**config.mk**
```make
export PLATFORM = sky130hd
export DESIGN_NAME = stf_cell
export DESIGN_NICKNAME = d
export VERILOG_FILES = /design/src/hw/rtl/stf_pkg.sv /design/src/hw/rtl/stf_cell.sv
export SDC_FILE = /design/constraint.sdc
export NUM_CORES = 1
export LEC_CHECK = 0
export BUFFER_PORTS_ARGS = -buffer_cell sky130_fd_sc_hd__buf_2
export CORE_MARGIN = 5
export CORE_UTILIZATION = 45
export CTS_CLUSTER_DIAMETER = 120
export DETAILED_ROUTE_END_ITERATION = 10
export PLACE_DENSITY = 0.82
export SLEW_MARGIN = 20
export SYNTH_ARGS = -nofsm -noshare
export SYNTH_HDL_FRONTEND = slang
export SYNTH_SLANG_ARGS = --single-unit
export TNS_END_PERCENT = 20
```
**constraint.sdc**
```tcl
create_clock -name clk -period 1.55 [get_ports clk]
set_clock_uncertainty 0.1 [all_clocks]
set_input_delay 0.0775 -clock clk [delete_from_list [all_inputs] [get_ports clk]]
set_output_delay 0.0775 -clock clk [all_outputs]
set_load 0.02 [all_outputs]
```
**src/hw/rtl/stf_pkg.sv**
```systemverilog
// ----------------------------------------------------------------------------
// stf_pkg: shared definitions for the slot table allocator
// sizes, operation and status codes, beat layouts and ring control
// ----------------------------------------------------------------------------
package stf_pkg;

  localparam int CAPACITY     = 256;
  localparam int DEFAULT_GROW = 16;

  // derived sizes
  localparam int CNT_W  = $clog2(CAPACITY + 1);
  localparam int IDX_W  = $clog2(CAPACITY);
  localparam int CFG_W  = 9;
  localparam int WIDE_W = ((CNT_W > CFG_W) ? CNT_W : CFG_W) + 1;

  // fixed field widths
  localparam int VAL_W  = 32;
  localparam int OPC_W  = 3;
  localparam int SIDX_W = 8;
  localparam int STS_W  = 3;
  localparam int USED_W = 9;
  localparam int REG_W  = 1;

  localparam int S_DATA_W = 48;
  localparam int M_DATA_W = 56;

  localparam logic [IDX_W-1:0] LAST_K = IDX_W'(CAPACITY - 1);

  typedef enum logic [OPC_W-1:0] {
    OP_ADD     = 3'd0,
    OP_WRITE   = 3'd1,
    OP_RMV_VAL = 3'd2,
    OP_RMV_IDX = 3'd3,
    OP_READ    = 3'd4
  } op_t;

  typedef enum logic [STS_W-1:0] {
    STS_OK       = 3'd0,
    STS_ZERO     = 3'd1,
    STS_BADIDX   = 3'd2,
    STS_NOTFOUND = 3'd3,
    STS_NOMATCH  = 3'd4,
    STS_NOMEM    = 3'd5
  } status_t;

  typedef enum logic [REG_W-1:0] {
    REG_INITIAL_SLOTS = 1'd0,
    REG_GROW_STEP     = 1'd1
  } reg_idx_t;

  typedef enum logic [1:0] {
    S_IDLE,
    S_SCAN,
    S_FINISH
  } state_t;

  // packed msb first: the first field sits in the highest bits
  typedef struct packed {
    logic [VAL_W-1:0]  handle_value;
    logic [SIDX_W-1:0] slot_index;
    logic [OPC_W-1:0]  opcode;
  } item_t;

  typedef struct packed {
    logic [USED_W-1:0] used_slots;
    logic [VAL_W-1:0]  read_value;
    logic [SIDX_W-1:0] slot_out;
    status_t           status;
  } result_t;

  typedef struct packed {
    logic             shift;
    logic [VAL_W-1:0] feed;
  } ring_t;

endpackage

```
**src/hw/rtl/stf_cell.sv**
```systemverilog
// ----------------------------------------------------------------------------
// stf_cell: one slot of the rotating table
// holds a slot value and takes its neighbor's value on every shift
// ----------------------------------------------------------------------------
module stf_cell (
  input  logic                      clk,
  input  logic                      rst,
  input  logic                      shift,
  input  logic [stf_pkg::VAL_W-1:0] d,
  output logic [stf_pkg::VAL_W-1:0] q
);
  import stf_pkg::*;

  always_ff @(posedge clk) begin
    if (rst) begin
      q <= '0;
    end else if (shift) begin
      q <= d;
    end
  end

endmodule

```
* After elaboration in Yosys (flattened, before gate mapping)
Cells that the tools add are included.
** Storage, ports and cells
- Input bits :: 35
- Output and inout bits :: 32
- Word-level logic and storage cells :: 1
- Bits in registers :: 32

* Longest topological paths before layout
- Depth in word-level cells :: 0
- Mapped depth :: 4
- Depth with buffers taken out :: 2

* Worst setup path before layout
Ideal clock, no wire load.
- Kind :: input port to flip-flop
- Start point :: in shift
- End point :: reg q[0] (netlist bit)
- Data arrival time :: 0.543 ns
- Buffers on the path :: 2
- Setup slack :: 0.780 ns
- Stages on the path :: 4
- Library setup time :: 0.128 ns
- Required time :: 1.322 ns
- Path through :: buf_6 buf_12 mux2i_1 nor2_1
** RTL lines
- start, declared :: RTL line stf_cell.sv:8 : input logic shift,
- end signal, assigned :: RTL line stf_cell.sv:16 : q <= '0;
- end signal, assigned :: RTL line stf_cell.sv:18 : q <= d;
- end, declared :: RTL line stf_cell.sv:10 : output logic [stf_pkg::VAL_W-1:0] q

* Final worst setup path
- Start point :: reg q[4] (netlist bit)
- End point :: out q[4] (netlist bit)
No word-level cell between the ends.

==> impl_metrics.sql <==
INSERT INTO impl_metrics (metric_group, metric, value, unit) VALUES
('outcome', 'status', 'finished, final reports clean', ''),
('worst_setup_path', 'required', '1370', 'ps'),
('sta', 'report.final.setup_viol', '0', ''),
('global_route', 'maximum_number_of_pins_on_one_net_before_global_route_repair', '33', ''),
('yosys', 'synth.cell_area', '1164', 'µm²'),
('detailed_routing', 'drc', '0', ''),
('yosys', 'postSynthNetCount', '138', ''),
('yosys', 'synthFlopType', 'sky130_fd_sc_hd__dfxtp_1', ''),
('detailed_routing', 'wirelength', '3.393', 'mm'),
('power_and_ir_drop', 'vdd.ir_drop.worst', '0.8337', 'mV'),
('yosys', 'synth.yosys.seq_area_share', '55.05', '%'),
('floorplan', 'rows', '18', ''),
('yosys', 'synth.cells.most_frequent', 'sky130_fd_sc_hd__dfxtp_1, sky130_fd_sc_hd__mux2i_1, sky130_fd_sc_hd__nor2_1, sky130_fd_sc_hd__buf_12, sky130_fd_sc_hd__clkbuf_1', ''),
('clocking', 'clock_sink_count', '32', ''),
('placed_design', 'port_buffers', '66', ''),
('worst_setup_path', 'timing.rr.start', 'q[12]', ''),
('detailed_routing', 'first_pass_iteration_count_of_the_detailed_router', '3', ''),
('worst_setup_path', 'critPathBufInv', '1', ''),
('floorplan', 'die-area', '3703', 'µm²'),
('placed_design', 'detailed_place_hpwl', '2.000', 'mm'),
('sta', 'final-max-slew-violation-count', '0', ''),
('worst_setup_path', 'reg2reg_slack', '730', 'ps'),
('sta', 'slew_headroom', '63.12', '%'),
('clocking', 'worstSkewPairLatency', '330', 'ps'),
('detailed_routing', 'initialDrtViolationCount', '21', ''),
('cells_and_area', 'largest_reg_flops', '32', ''),
('global_route', 'grt_antenna_before_repair', '0', ''),
('yosys', 'async_set_reset_flop_share_out_of_synthesis', '0', '%'),
('power_and_ir_drop', 'report.power.total', '0.001844', 'W'),
('worst_setup_path', 'cp_max_stage_delay', '370', 'ps'),
('worst_setup_path', 'critical_path.cell_chain', 'buf_2', ''),
('power_and_ir_drop', 'p_leak', '0.9968', 'nW'),
('worst_setup_path', 'crit_start', 'q[4]', ''),
('global_route', 'wire_length_of_the_first_global_routing_pass', '5.257', 'mm'),
('cells_and_area', 'signed_area_change_from_the_synthesized_netlist_to_the_final_layout', '60.97', '%'),
('worst_setup_path', 'timing.critical_path.arrival', '870', 'ps'),
('cells_and_area', 'reg_top3', 'q: 32 flops', ''),
('yosys', 'synth_largest_type_area_fraction', '55.05', '%'),
('sta', 'clock.fmax', '0.9511', 'GHz'),
('yosys', 'syn_inst', '103', ''),
('cells_and_area', 'largest_register', 'q', ''),
('cells_and_area', 'number_of_antenna_diodes', '0', ''),
('cells_and_area', 'num-nets-final', '238', ''),
('worst_setup_path', 'timing.critical_path.to_type', 'primary output', ''),
('worst_setup_path', 'path_class', 'reg2out', ''),
('detailed_routing', 'vias_per_cell', '4.556', ''),
('worst_setup_path', 'timing.critical_path.fanout_max', '2', ''),
('clocking', 'cts.htree.levels', '2', ''),
('clocking', 'cts_tree', 'built', ''),
('clocking', 'clock-root-buffer', 'sky130_fd_sc_hd__clkbuf_4', ''),
('clocking', 'numCtsBuffers', '5', ''),
('floorplan', 'floorplan.die.width', '60.85', 'µm'),
('yosys', 'synthDistinctLibCells', '6', ''),
('sta', 'worst_slew_pin_slew', '553.2', 'ps'),
('global_route', 'grtUsageTotal', '20.53', '%'),
('global_route', 'gr-total-overflow', '0', ''),
('floorplan', 'chipHeight', '60.85', 'µm'),
('worst_setup_path', 'critical_path.slowest_cell', 'sky130_fd_sc_hd__dfxtp_1', ''),
('floorplan', 'top_level_i_o_count', '67', ''),
('sta', 'final_min_period_over_clock_period', '67.83', '%'),
('yosys', 'biggest_area_contributors_in_the_synthesized_netlist', 'sky130_fd_sc_hd__dfxtp_1, sky130_fd_sc_hd__mux2i_1, sky130_fd_sc_hd__nor2_1', ''),
('clocking', 'cts.clk_slew.worst_paths', '90', 'ps'),
('min_path', 'holdCritStartpoint', 'shift', ''),
('sta', 'period_minus_ws_final', '1051', 'ps'),
('min_path', 'hold_path_class', 'in2reg', ''),
('worst_setup_path', 'kind_of_launch_point_of_the_worst_setup_path', 'flop', ''),
('detailed_routing', 'postRouteAntennaNets', '0', ''),
('sta', 'setup_repair_after_global_routing_missed_its_margin', 'false', ''),
('yosys', 'synth-warning-count', '0', ''),
('floorplan', 'initial_utilization', '46.97', '%'),
('yosys', 'largest_area_contributor_in_the_netlist', 'sky130_fd_sc_hd__dfxtp_1', '');
## metrics by stage
stage | worst slack [ps] | instances | area, µm² | util, %
3_5_place_dp | 432.7 | 194 | 1476 | 59.60
2_1_floorplan | 779.8 | 103 | 1164 | -
3_3_place_gp | 487.7 | 194 | 1476 | 59.60
4_1_cts | 508.4 | 234 | 1873 | 75.61
6_report | 498.6 | 234 | 1873 | 75.61
5_1_grt | 431.6 | 234 | 1873 | 75.61
## path summary, 6_finish.rpt
path                              end  depth (start not counted)
worst min-delay path            q[18]                          3
worst max register to register  q[12]                          2
worst max-delay path             q[4]                          1
worst min register to register  q[18]                          2
## cell usage in the layout, fill, tap and decap left out
cell type / count
sky130_fd_sc_hd__buf_12: 1
sky130_fd_sc_hd__buf_2: 66
sky130_fd_sc_hd__buf_4: 1
sky130_fd_sc_hd__bufinv_16: 1
sky130_fd_sc_hd__clkbuf_1: 1
sky130_fd_sc_hd__clkbuf_4: 5
sky130_fd_sc_hd__clkinv_2: 1
sky130_fd_sc_hd__dfxtp_1: 32
sky130_fd_sc_hd__dlygate4sd3_1: 32
sky130_fd_sc_hd__mux2i_1: 32
sky130_fd_sc_hd__nor2_1: 32
## logic make-up after synthesis
family	count (synthesis)	synth area share (%)
buf+inv	7	7.097
simple gates	32	10.32
mux	32	27.53
flops	32	55.05
## final cells by class
cell class / instances / area (µm²)
clock buffers: 6 / 41.29
clock inverters: 2 / 35.03
fillers: 189 / 604.3
multi-input cells: 64 / 440.4
repair buffers: 100 / 678.2
flip-flops and latches: 32 / 640.6
well taps: 30 / 37.54
## per-layer routing
layer | track usage, % | wire, µm | up-vias
li1 | - | - | 539
met1 | 19.30 | 1117 | 479
met2 | 39.24 | 1948 | 40
met3 | 7.872 | 257 | 8
met4 | 8.359 | 70 | 0
met5 | 0 | 0 | -
## worst register-to-register path: cells and delay by family, from the launching register on
family | cells | cell delay [ps]
flip-flops | 1 | 330
AND/OR/NAND/NOR | 1 | 80
multiplexers | 1 | 190
## report_power, final
part | leakage (nW) | switching (W) | internal (W)
clock | 0.0422 | 0.000272 | 0.000338
combinational | 0.690 | 0.000169 | 0.000169
sequential | 0.264 | 0.0000251 | 0.000871
## timing repair
item	CTS	global route
hold buffers	32	0
endpoints found under the hold margin	32	0
resized for setup	0	0
No activity file was read; power rests on OpenSTA's default activity.
