### src/hw/rtl/stf_pkg.sv
// ----------------------------------------------------------------------------
// stf_pkg: shared definitions for the slot table allocator
// sizes, operation and status codes, beat layouts and ring control
// ----------------------------------------------------------------------------
package stf_pkg;

  localparam int CAPACITY     = 256;
  localparam int DEFAULT_GROW = 16;

  // derived sizes
  localparam int CNT_W  = $clog2(CAPACITY + 1);
  localparam int IDX_W  = $clog2(CAPACITY);
  localparam int CFG_W  = 9;
  localparam int WIDE_W = ((CNT_W > CFG_W) ? CNT_W : CFG_W) + 1;

  // fixed field widths
  localparam int VAL_W  = 32;
  localparam int OPC_W  = 3;
  localparam int SIDX_W = 8;
  localparam int STS_W  = 3;
  localparam int USED_W = 9;
  localparam int REG_W  = 1;

  localparam int S_DATA_W = 48;
  localparam int M_DATA_W = 56;

  localparam logic [IDX_W-1:0] LAST_K = IDX_W'(CAPACITY - 1);

  typedef enum logic [OPC_W-1:0] {
    OP_ADD     = 3'd0,
    OP_WRITE   = 3'd1,
    OP_RMV_VAL = 3'd2,
    OP_RMV_IDX = 3'd3,
    OP_READ    = 3'd4
  } op_t;

  typedef enum logic [STS_W-1:0] {
    STS_OK       = 3'd0,
    STS_ZERO     = 3'd1,
    STS_BADIDX   = 3'd2,
    STS_NOTFOUND = 3'd3,
    STS_NOMATCH  = 3'd4,
    STS_NOMEM    = 3'd5
  } status_t;

  typedef enum logic [REG_W-1:0] {
    REG_INITIAL_SLOTS = 1'd0,
    REG_GROW_STEP     = 1'd1
  } reg_idx_t;

  typedef enum logic [1:0] {
    S_IDLE,
    S_SCAN,
    S_FINISH
  } state_t;

  // packed msb first: the first field sits in the highest bits
  typedef struct packed {
    logic [VAL_W-1:0]  handle_value;
    logic [SIDX_W-1:0] slot_index;
    logic [OPC_W-1:0]  opcode;
  } item_t;

  typedef struct packed {
    logic [USED_W-1:0] used_slots;
    logic [VAL_W-1:0]  read_value;
    logic [SIDX_W-1:0] slot_out;
    status_t           status;
  } result_t;

  typedef struct packed {
    logic             shift;
    logic [VAL_W-1:0] feed;
  } ring_t;

endpackage

### src/hw/rtl/stf_ctrl.sv
// ----------------------------------------------------------------------------
// stf_ctrl: sequencer for the slot table
// decodes an operation, rejects it early or rotates the ring once past the
// head tap and edits the slot at the head, keeps the count, growth and config
// ----------------------------------------------------------------------------
module stf_ctrl (
  input  logic                      clk,
  input  logic                      rst,
  input  logic                      cfg_we,
  input  logic [stf_pkg::REG_W-1:0] cfg_addr,
  input  logic [stf_pkg::CFG_W-1:0] cfg_wdata,
  input  logic                      in_valid,
  output logic                      in_ready,
  input  stf_pkg::item_t            in_item,
  input  logic [stf_pkg::VAL_W-1:0] head,
  output stf_pkg::ring_t            ring,
  output logic                      res_valid,
  input  logic                      res_ready,
  output stf_pkg::result_t          result
);
  import stf_pkg::*;

  state_t state, state_next;

  logic [CFG_W-1:0] initial_slots;
  logic [CFG_W-1:0] grow_step;
  logic [CNT_W-1:0] count, count_next;
  logic [CNT_W-1:0] grown, grown_next;

  // per-operation registers
  op_t              op;
  logic [SIDX_W-1:0] idx;
  logic [VAL_W-1:0] val;
  logic [CNT_W-1:0] size, lim, base;
  logic             grow;
  status_t          status, status_next;
  logic [IDX_W-1:0] slot, slot_next;
  logic [VAL_W-1:0] rd, rd_next;
  logic             done, done_next;
  logic [IDX_W-1:0] k;

  // decode at accept
  logic [WIDE_W-1:0] base_w, sum_w, size_w, step_w, grow_w, idx_w, cnt_w, lim_w;
  logic              dec_early, dec_grow;
  status_t           dec_status;

  always_comb begin
    base_w = (WIDE_W'(initial_slots) > WIDE_W'(CAPACITY)) ? WIDE_W'(CAPACITY)
                                                          : WIDE_W'(initial_slots);
    sum_w  = base_w + WIDE_W'(grown);
    size_w = (sum_w > WIDE_W'(CAPACITY)) ? WIDE_W'(CAPACITY) : sum_w;
    step_w = (grow_step != '0) ? WIDE_W'(grow_step) : WIDE_W'(DEFAULT_GROW);
    grow_w = size_w + step_w;
    idx_w  = WIDE_W'(in_item.slot_index);
    cnt_w  = WIDE_W'(count);
    lim_w      = size_w;
    dec_grow   = 1'b0;
    dec_early  = 1'b1;
    dec_status = STS_BADIDX;
    case (in_item.opcode)
      OP_ADD: begin
        if (in_item.handle_value == '0) begin
          dec_status = STS_ZERO;
        end else if (cnt_w >= size_w && grow_w > WIDE_W'(CAPACITY)) begin
          dec_status = STS_NOMEM;
        end else begin
          dec_early  = 1'b0;
          dec_status = STS_NOMEM;
          if (cnt_w >= size_w) begin
            lim_w    = grow_w;
            dec_grow = 1'b1;
          end
        end
      end
      OP_WRITE, OP_READ: begin
        if (idx_w < size_w) begin
          dec_early  = 1'b0;
          dec_status = STS_OK;
        end
      end
      OP_RMV_VAL: begin
        if (in_item.handle_value == '0) begin
          dec_status = STS_ZERO;
        end else if (cnt_w <= size_w) begin
          dec_early  = 1'b0;
          dec_status = STS_NOTFOUND;
        end
      end
      OP_RMV_IDX: begin
        if (in_item.handle_value != '0 && idx_w < size_w) begin
          dec_early  = 1'b0;
          dec_status = STS_NOMATCH;
        end
      end
      default: begin
      end
    endcase
  end

  // head edit during the scan
  logic [WIDE_W-1:0] kx, ix;

  always_comb begin
    kx          = WIDE_W'(k);
    ix          = WIDE_W'(idx);
    ring.feed   = head;
    count_next  = count;
    grown_next  = grown;
    status_next = status;
    slot_next   = slot;
    rd_next     = rd;
    done_next   = done;
    if (state == S_SCAN) begin
      case (op)
        OP_ADD: begin
          if (!done && kx < WIDE_W'(lim) && head == '0) begin
            ring.feed   = val;
            done_next   = 1'b1;
            slot_next   = k;
            status_next = STS_OK;
            count_next  = count + CNT_W'(1);
            if (grow) begin
              grown_next = lim - base;
            end
          end
        end
        OP_WRITE: begin
          if (kx == ix) begin
            ring.feed = val;
            if (head == '0 && val != '0) begin
              count_next = count + CNT_W'(1);
            end else if (head != '0 && val == '0) begin
              count_next = count - CNT_W'(1);
            end
          end
        end
        OP_RMV_VAL: begin
          if (!done && kx < WIDE_W'(size) && head == val) begin
            ring.feed   = '0;
            done_next   = 1'b1;
            status_next = STS_OK;
            count_next  = count - CNT_W'(1);
          end
        end
        OP_RMV_IDX: begin
          if (kx == ix && head == val) begin
            ring.feed   = '0;
            status_next = STS_OK;
            count_next  = count - CNT_W'(1);
          end
        end
        OP_READ: begin
          if (kx == ix) begin
            rd_next = head;
          end
        end
        default: begin
        end
      endcase
    end
  end

  // next state
  always_comb begin
    state_next = state;
    unique case (state)
      S_IDLE:   if (in_valid) state_next = dec_early ? S_FINISH : S_SCAN;
      S_SCAN:   if (k == LAST_K) state_next = S_FINISH;
      S_FINISH: if (res_ready) state_next = S_IDLE;
      default:  state_next = S_IDLE;
    endcase
  end

  // outputs
  always_comb begin
    in_ready   = (state == S_IDLE);
    res_valid  = (state == S_FINISH);
    ring.shift = (state == S_SCAN);
  end

  assign result.status     = status;
  assign result.slot_out   = SIDX_W'(slot);
  assign result.read_value = rd;
  assign result.used_slots = USED_W'(count);

  always_ff @(posedge clk) begin
    if (rst) begin
      state         <= S_IDLE;
      initial_slots <= CFG_W'(16);
      grow_step     <= '0;
      count         <= '0;
      grown         <= '0;
      k             <= '0;
    end else begin
      state <= state_next;
      count <= count_next;
      grown <= grown_next;
      if (cfg_we) begin
        unique case (reg_idx_t'(cfg_addr))
          REG_INITIAL_SLOTS: initial_slots <= cfg_wdata;
          REG_GROW_STEP:     grow_step     <= cfg_wdata;
          default: begin
          end
        endcase
      end
      if (state == S_SCAN) begin
        k <= (k == LAST_K) ? '0 : k + IDX_W'(1);
      end else begin
        k <= '0;
      end
    end
  end

  always_ff @(posedge clk) begin
    if (state == S_IDLE && in_valid) begin
      op     <= op_t'(in_item.opcode);
      idx    <= in_item.slot_index;
      val    <= in_item.handle_value;
      size   <= CNT_W'(size_w);
      lim    <= CNT_W'(lim_w);
      base   <= CNT_W'(base_w);
      grow   <= dec_grow;
      status <= dec_status;
      slot   <= '0;
      rd     <= '0;
      done   <= 1'b0;
    end else begin
      status <= status_next;
      slot   <= slot_next;
      rd     <= rd_next;
      done   <= done_next;
    end
  end

endmodule

### config.mk
export PLATFORM = sky130hd
export DESIGN_NAME = stf_ctrl
export DESIGN_NICKNAME = d
export VERILOG_FILES = /design/src/hw/rtl/stf_pkg.sv /design/src/hw/rtl/stf_ctrl.sv
export SDC_FILE = /design/constraint.sdc
export NUM_CORES = 1
export LEC_CHECK = 0
export ABC_AREA = 1
export BUFFER_PORTS_ARGS = -buffer_cell sky130_fd_sc_hd__clkbuf_2
export CAP_MARGIN = 0
export CORE_MARGIN = 1.5
export CORE_UTILIZATION = 47
export CTS_BUF_LIST = sky130_fd_sc_hd__clkbuf_4
export DETAILED_ROUTE_END_ITERATION = 6
export PLACE_DENSITY = 0.78
export SKIP_LAST_GASP = 1
export SLEW_MARGIN = 5
export SYNTH_ARGS = -nofsm -noshare
export SYNTH_HDL_FRONTEND = slang
export SYNTH_SLANG_ARGS = --single-unit
### constraint.sdc
create_clock -name clk -period 4.3 [get_ports clk]
set_clock_uncertainty 0.2 [all_clocks]
set_input_delay 0.215 -clock clk [delete_from_list [all_inputs] [get_ports clk]]
set_output_delay 0.215 -clock clk [all_outputs]
set_load 0.005 [all_outputs]
Word level (Yosys, flattened, before mapping)
Cells that the tools add are included.
W data, S select, Z words.
{ "word_totals": {"ram_bits": 0, "out_inout_bits": 87, "regBits": 161, "latchBits": 0, "n_memories": 0, "romBits": 0, "in_bits": 90, "word_cells": 143} }
{ "op_classes": {"addsub": 6, "bitwise_logic": 3, "div_mod_pow": 0, "muxes": 48, "eq_ne": 24, "multipliers": 0, "shift": 0, "reduce_logical": 37, "magnitude_cmp": 8} }
{ "op_table": {"columns": ["cell", "count"], "rows": [
  ["$mux W32", 5],
  ["$pmux W32 S4", 1],
  ["$mux W9", 12],
  ["$logic_not A32 Y1", 3],
  ["$reduce_bool A32 Y1", 3],
  ["$pmux W9 S4", 1],
  ["$eq A32 B32 Y1", 1],
  ["$mux W3", 7],
  ["$gt A10 B9 Y1 const B", 2],
  ["$lt A8 B9 Y1", 2],
  ["$eq A3 B2 Y1 const B", 4],
  ["$mux W2", 6],
  ["$ne A3 B3 Y1 const B", 4],
  ["$pmux W3 S4", 1],
  ["$add A10 B9 Y10", 1],
  ["$add A9 B9 Y10", 1],
  ["$ge A9 B10 Y1", 1],
  ["$le A9 B10 Y1", 1],
  ["$logic_and A1 B1 Y1", 10],
  ["$lt A8 B10 Y1", 1],
  ["$mux W1", 10],
  ["$mux W10", 1],
  ["$ne A2 B2 Y1 const B", 5],
  ["$add A9 B1 Y9 const B", 1],
  ["29 further kinds", 42]
]} }

Longest topological paths before layout
Gate-level depths: netlist of run 1.
{ "depth": {"word_depth": 14, "depth_mapped": 36, "mapped_depth_nobuf": 36} }

Worst setup path after synthesis of run 1
OpenSTA, ideal clock, no wires.
{ "synth_timing": {"path_type": "register -> register", "startpoint": "register initial_slots[7]", "endpoint": "register lim[2] (data pin)", "slack_ps": -347, "t_arrival_ps": 4185, "required_time_ps": 3837, "setup_ps": 263, "synth_period_minus_slack_ps": 4647, "path_buffers": 1, "path_stages_with_launch": 35, "cell_sequence": "dfxtp_1 inv_1 nand4_1 o21a_1 nor2_1 ha_1 inv_1 fa_1 inv_1 nand2_1 nand2_1 nand4_1 nand2_1 nand2_1 nand2_1 nand2_1 nand2_1 inv_1 nor2_1 ha_1 inv_1 fa_1 o21ai_0 nand2_1 nand2_1 nand2_1 nand2_1 nand3_1 nor2_1 nand2_1 nand2_1 nand2_1 buf_2 nand2_1 o21ai_0"} }
{ "synth_via": {"elab_chain_cells": 11, "word_cells_on_any_way": 13, "classes_between": "add/sub (2); order compare (4); mux (6); reduce/logical (1)"} }
{ "synth_lines": {"columns": ["item", "line", "source"], "rows": [
  ["start, declared", "stf_ctrl.sv:25", "logic [CFG_W-1:0] initial_slots;"],
  ["start signal, assigned", "stf_ctrl.sv:200", "REG_INITIAL_SLOTS: initial_slots <= cfg_wdata;"],
  ["$gt A9 B9 Y1 (*)", "stf_ctrl.sv:48", "base_w = (WIDE_W'(initial_slots) > WIDE_W'(CAPACITY)) ? WIDE_W'(CAPACITY)"],
  ["$mux W9 (*)", "stf_ctrl.sv:48", null],
  ["net base_w[0]", "stf_ctrl.sv:43", "logic [WIDE_W-1:0] base_w, sum_w, size_w, step_w, grow_w, idx_w, cnt_w, lim_w;"],
  ["$add A9 B9 Y10 (*)", "stf_ctrl.sv:50", "sum_w = base_w + WIDE_W'(grown);"],
  ["$gt A10 B9 Y1", "stf_ctrl.sv:51", "size_w = (sum_w > WIDE_W'(CAPACITY)) ? WIDE_W'(CAPACITY) : sum_w;"],
  ["$mux W10 (*)", "stf_ctrl.sv:51", null],
  ["net size_w[8]", "stf_ctrl.sv:43", null],
  ["$add A10 B9 Y10", "stf_ctrl.sv:53", "grow_w = size_w + step_w;"],
  ["$gt A10 B9 Y1", "stf_ctrl.sv:64", "end else if (cnt_w >= size_w && grow_w > WIDE_W'(CAPACITY)) begin"],
  ["$logic_and A1 B1 Y1", "stf_ctrl.sv:64", null],
  ["$mux W9 (*)", "stf_ctrl.sv:64", null],
  ["$mux W9 (*)", "stf_ctrl.sv:62", "if (in_item.handle_value == '0) begin"],
  ["$mux W9 (*)", "stf_ctrl.sv:60", "case (in_item.opcode)"],
  ["net lim_w[2]", "stf_ctrl.sv:43", null],
  ["end signal, assigned", "stf_ctrl.sv:220", "lim <= CNT_W'(lim_w);"],
  ["end, declared", "stf_ctrl.sv:34", "logic [CNT_W-1:0] size, lim, base;"]
]} }
The timed path passes the listed nets; every way through them passes the cells marked *.
A chain may end at the register's enable or synchronous reset.

Final worst setup path of run 1
{ "layout_timing": {"startpoint": "register initial_slots[3]", "endpoint": "register lim[5] (data pin)"} }
The elaborated chain is that of the path after synthesis.

==> results of run 1 <==
## power breakdown
| part | internal, mW | switching (mW) |
|---|---|---|
| combinational | 0.692 | 1.09 |
| sequential | 1.89 | 0.209 |
| clock | 0.301 | 0.587 |
## kinds of logic (layout without fill, tap and decap cells)
kind of cell	Yosys count	in the layout
AOI/OAI and AO/OA	318	318
xor gates and xnor gates	49	49
adders and majority gates	63	63
buffers and inverters	260	600
DFF	161	161
other	0	2
and+or+nand+nor	494	495
## critical path, delay by kind of cell (launching register included)
family | cells | cell delay [ns]
xor+xnor | 1 | 0.12
buf+inv | 9 | 0.83
simple gates | 16 | 1.73
fa+ha+maj | 3 | 0.72
flops | 1 | 0.34
compound gates | 3 | 0.44
## worst min-delay path by stage
stage,start,to,cells past startpoint
after CTS,in_item[34],val[23],2
after floorplan,in_item[3],idx[0],0
after global placement,in_item[33],val[22],1
after detailed placement,in_item[11],val[0],1
final,in_item[29],val[18],2
after global routing,in_item[16],val[5],2
## layout by cell type (no fill, tap or decap), types with 18 or more instances in the layout
| cell type | count |
|---|---|
| nor2_1 | 106 |
| o21ai_0 | 164 |
| clkbuf_4 | 18 |
| nor4_1 | 34 |
| nand3_1 | 29 |
| clkbuf_2 | 176 |
| ha_1 | 53 |
| dlygate4sd3_1 | 96 |
| nand2_1 | 236 |
| nand4_1 | 26 |
| inv_1 | 191 |
| xor2_1 | 40 |
| a21oi_1 | 91 |
| nand2_2 | 19 |
| o22ai_1 | 18 |
| buf_4 | 83 |
| edfxtp_1 | 74 |
| dfxtp_1 | 84 |
## registers in the layout, summed over array words and instances (netlist names), 2 cells and up
register       flops
base               9
count              9
grow_step          9
grown              9
idx                8
initial_slots      9
k                  8
lim                9
op                 3
rd                32
size               9
slot               8
state              2
status             3
val               32
## timing repair
action | in CTS | in global routing
resized for setup | 23 | 45
buffers inserted | 5 | 12
endpoints found under the setup margin | 13 | 16
hold endpoints to repair | 99 | 0
gates cloned | 0 | 1
hold buffers | 96 | 0
pin swaps | 10 | 23
## stage by stage
stage / instance area (sq um) / setup TNS (ns) / total power [mW] / util / setup slack, ns
global route: 13230 / -8.328 / 5.082 / 0.6291 / -0.6914
detailed placement: 11640 / -2.521 / 3.736 / 0.5536 / -0.2894
global placement: 11640 / -1.014 / 3.693 / 0.5536 / -0.1528
CTS: 12960 / -0.5571 / 4.704 / 0.6165 / -0.1239
floorplan: 10120 / 0 / 3.125 / - / 0.009930
finish: 13230 / -3.455 / 4.767 / 0.6291 / -0.3531
## cell type report
cell class              instances  area share
multi-input cells             925      0.4047
flip-flops and latches        161      0.3000
repair buffers                357      0.1881
inverters                     211     0.06074
well taps                     275     0.02602
clock buffers                  18     0.01022
clock inverters                14    0.009839
diodes                          2   0.0003784
## per-layer routing
layer / GRT usage / vias to the layer above / part of all wire
met5: 0 / - / 0
met4: 0.1153 / 0 / 0.037
met3: 0.05061 / 73 / 0.073
met2: 0.4959 / 454 / 0.50
met1: 0.3255 / 4714 / 0.39
li1: - / 5154 / -
==> qor.yml, run 1 <==
die_y_um: 149.5
arrival_ns: 4.78
grt_pass1_wl_mm: 48.38
hold_class: "input port to register"
grt_max_degree: 65
synthFlopType: "dfxtp_1"
area_growth_syn_to_layout_pct: 31.17
startpoint: "initial_slots[3]"
start_util: 0.4796
dp.cells: 1815
start_kind: "register"
cts_tree: "built"
cp_slowest_cell: "fa_2"
ir_drop_mv: 0.2051
grt_usage: 0.2776
period_minus_slack_ns: 4.653
first_pass_iters: 6
routedWlPerCell_um: 16.07
die_w_um: 149.5
max_stage_delay_ns: 0.37
violations: "setup timing"
maxSlewHeadroom: 0.3325
synth.ff_latch_count: 161
synth_top_family_by_area: "simple AND/OR/NAND/NOR gates"
synth.area.mux_share: 0
synth_top_area_frac: 0.2204
synth_top_cell_by_area: "edfxtp_1"
tightestPinTransition_ns: 0.9952
synth_nets: 1498
multi_input_area_sq_um: 5353
yosys.area_share.xor_xnor: 0.04257
cts-root-buf: "clkbuf_4"
critical_path_class: "register to register"
core_area_sq_um: 21020
synth.distinct_cells: 49
netlist_instances: 1345
ff_latch_area_sq_um: 3968
cpMostUsedCell: "buf_4"
fin_crit_sh: 1.082
grt_setup_unrepaired: "yes"
required_ns: 4.43
io_pins: 177
fin_nets: 1826
grt_pass1_vias: 9791
wl_mm: 31.55
synth_edf_count: 74
hold_slack_ns: 0.1540
synthAdderAreaFrac: 0.08042
drt_iter0_drc: 850
synth-warning-count: 0
vias: 10400
max_freq_ghz: 0.2149
dieArea_sq_um: 22340
rr_worst_depth: 32
setup_violations: 13
stdcell_count: 1963
ant_nets: 0
setup_ws_ns: -0.3531
power.density_nw_per_um2: 360.4
antenna_found_initial: 2
leakage_nw: 6.034
via_per_inst: 5.295
synth_area_leaders: "edfxtp_1 (22%), dfxtp_1 (17%), nand2_1 (9.5%)"
clk_pin_slew_ns: 0.15
critical_path.max_fanout: 5
maxCapViolations: 0
overflow: 0
place_congestion: 0.8987
r2r_start: "initial_slots[3]"
drive_gt1_frac: 0.2254
syn_area_sq_um: 10080
seq_area_frac_synth: 0.3931
fillers: 1811
insertion_delay_ns: 0.59
numCtsBuffers: 17
clock_path_buffers: 2
endpoint_kind: "register"
status: "finished, violations left"
io_buffers: 176
htree_num_levels: 4
synth_compound_area_frac: 0.1675
worst-r2r-setup-slack_ns: -0.35
num_rows: 53
hold_viol: 0
drc: 0
syn_area_per_cell_sq_um: 7.496
cts.sinks: 161
hpwl_mm: 23.03
yosysMostFrequentCell: "nand2_1"
endpoint: "lim[5]"
synthArstFlopShare: 0
r2r-end: "lim[5]"
maxSlewViolCount: 0
synthSimpleGateAreaFrac: 0.2152
ys_top_cells_by_count: "nand2_1 (254), inv_1 (203), o21ai_0 (172)"
(Power assumes the default switching activity.)
==> run 2, diff against run 1 <==
--- a/config.mk
+++ b/config.mk
@@ -9,10 +9,11 @@
 export BUFFER_PORTS_ARGS = -buffer_cell sky130_fd_sc_hd__clkbuf_2
 export CAP_MARGIN = 0
 export CORE_MARGIN = 1.5
-export CORE_UTILIZATION = 47
+export CORE_UTILIZATION = 41
 export CTS_BUF_LIST = sky130_fd_sc_hd__clkbuf_4
 export DETAILED_ROUTE_END_ITERATION = 6
-export PLACE_DENSITY = 0.78
+export PLACE_DENSITY = 0.7
+export SETUP_SLACK_MARGIN = 0.4
 export SKIP_LAST_GASP = 1
 export SLEW_MARGIN = 5
 export SYNTH_ARGS = -nofsm -noshare
==> qor.yml, run 2 (synthesis results as in run 1) <==
fin_tns_setup_ns: -2.039
period_minus_slack_ns: 4.502
drt_iter0_drc: 680
drc: 0
overflow: 0
area_growth_syn_to_layout_pct: 30.89
grt_max_degree: 65
p_seq_frac: 0.435
power.density_nw_per_um2: 364.0
antenna_found_initial: 1
cpMostUsedCell: "nor2_1"
hpwl_mm: 23.22
first_pass_iters: 7
netSwitchingFraction: 0.3887
maxSlewHeadroom: 0.3410
final_util: 0.5442
setup_ws_ns: -0.2019
fin_nets: 1820
tightestPinTransition_ns: 0.9874
maxCapViolations: 0
worst-r2r-setup-slack_ns: -0.20
r2r_start: "initial_slots[7]"
required_ns: 4.41
internal-power_mw: 2.937
clkPwrFrac: 0.196
clk_pin_slew_ns: 0.15
layout_commonest_cell: "nand2_1"
ant_nets: 0
arrival_ns: 4.61
grt_pass1_wl_mm: 48.12
leakage_nw: 6.037
max_stage_delay_ns: 0.53
violations: "setup timing"
insertion_delay_ns: 0.57
ir_drop_mv: 0.2378
fin_crit_sh: 1.047
power_switching_mw: 1.867
worstHoldStart: "in_item[12]"
place_congestion: 0.9100
maxSlewViolCount: 0
startpoint: "initial_slots[7]"
setup_violations: 12
grt_pass1_vias: 9401
cp_slowest_cell: "fa_2"
drive_gt1_frac: 0.2143
numCtsBuffers: 17
max_freq_ghz: 0.2221
clock_path_buffers: 2
critical_path.max_fanout: 6
hold_class: "input port to register"
via_per_inst: 5.101
die_w_um: 159.8
grt_setup_unrepaired: "yes"
cts-root-buf: "clkbuf_4"
reg_top3: "rd: 32 flops, val: 32 flops"
io_pins: 177
mostFrequentLayoutCells: "nand2_1 (241), inv_1 (192), clkbuf_2 (176), o21ai_0 (163), nor2_1 (107)"
wl_mm: 31.08
endpoint_kind: "register"
cts_tree: "built"
io_buffers: 176
status: "finished, violations left"
cts.sinks: 161
routedWlPerCell_um: 15.50
vias: 10230
hold_slack_ns: 0.1733
hold_viol: 0
p_comb_frac: 0.369
htree_num_levels: 4
grt_usage: 0.2386
die_y_um: 159.8
core_area_sq_um: 24250
critical_path_class: "register to register"
start_util: 0.4158
start_kind: "register"
dieArea_sq_um: 25540
num_rows: 57
[run 2: cell types whose count changed in the layout (fill, tap and decap cells not counted), sizes merged]
cell and delta:
clkinv -1, nand2 +1, bufinv +1, dlygate4sd3 -1, clkinvlp -1, inv +1
buf -6, diode -1
[run 2: layout make-up]
cell class / count / area, sq um
well taps: 324 / 405.4
fillers: 2303 / 11050
diodes: 1 / 2.502
clock inverters: 14 / 150.1
clock buffers: 18 / 135.1
multi-input cells: 926 / 5275
inverters: 211 / 809.5
repair buffers: 350 / 2450
flip-flops and latches: 161 / 3969
[run 2: critical path, delay by kind of cell (launching register included)]
family / cells / cell delay, ns
buf+inv: 5 / 0.35
xor+xnor: 1 / 0.23
fa+ha+maj: 4 / 1.24
simple gates: 15 / 1.44
compound gates: 3 / 0.46
flops: 1 / 0.32
[run 2: through the flow]
stage                     total power [mW]  instances  setup slack [ns]  area [sq um]
after floorplan                      3.130       1345           0.06711         10130
after global routing                 5.117       2005           -0.5580         13200
final                                4.804       2005           -0.2019         13200
after detailed placement             3.739       1861           -0.1764         11690
after global placement               3.701       1861          -0.06781         11690
after CTS                            4.783       1998           -0.1197         13040
[run 2: layer usage]
layer,GRT usage,vias up,part of all wire
met1,0.2834,4676,0.41
met4,0.08411,0,0.030
met3,0.04078,49,0.060
met5,0,-,0
li1,-,5144,-
met2,0.4325,358,0.50
[run 2: path summary, 6_finish.rpt]
kind	end	depth (start not counted)
setup / recovery	lim[2]	28
hold reg to reg	rd[7]	2
setup reg to reg	lim[2]	28
hold / removal	val[1]	2
[run 2: repair_timing]
action                                 4_1_cts  5_1_grt
gates resized for setup                      8       43
gates cloned                                 1        1
pin swaps                                    6       15
hold buffers                                95        0
setup buffers                                9        5
endpoints found under the hold margin       99        0
setup endpoints to repair                   46       46
[run 2: power groups by stage]
stage	clock network [mW]	registers (mW)	logic, mW
after floorplan	0	2.06	1.07
after detailed placement	0	2.12	1.62
final	0.941	2.09	1.77
after global placement	0	2.12	1.58
after global routing	1.03	2.12	1.97
after CTS	0.967	2.09	1.73
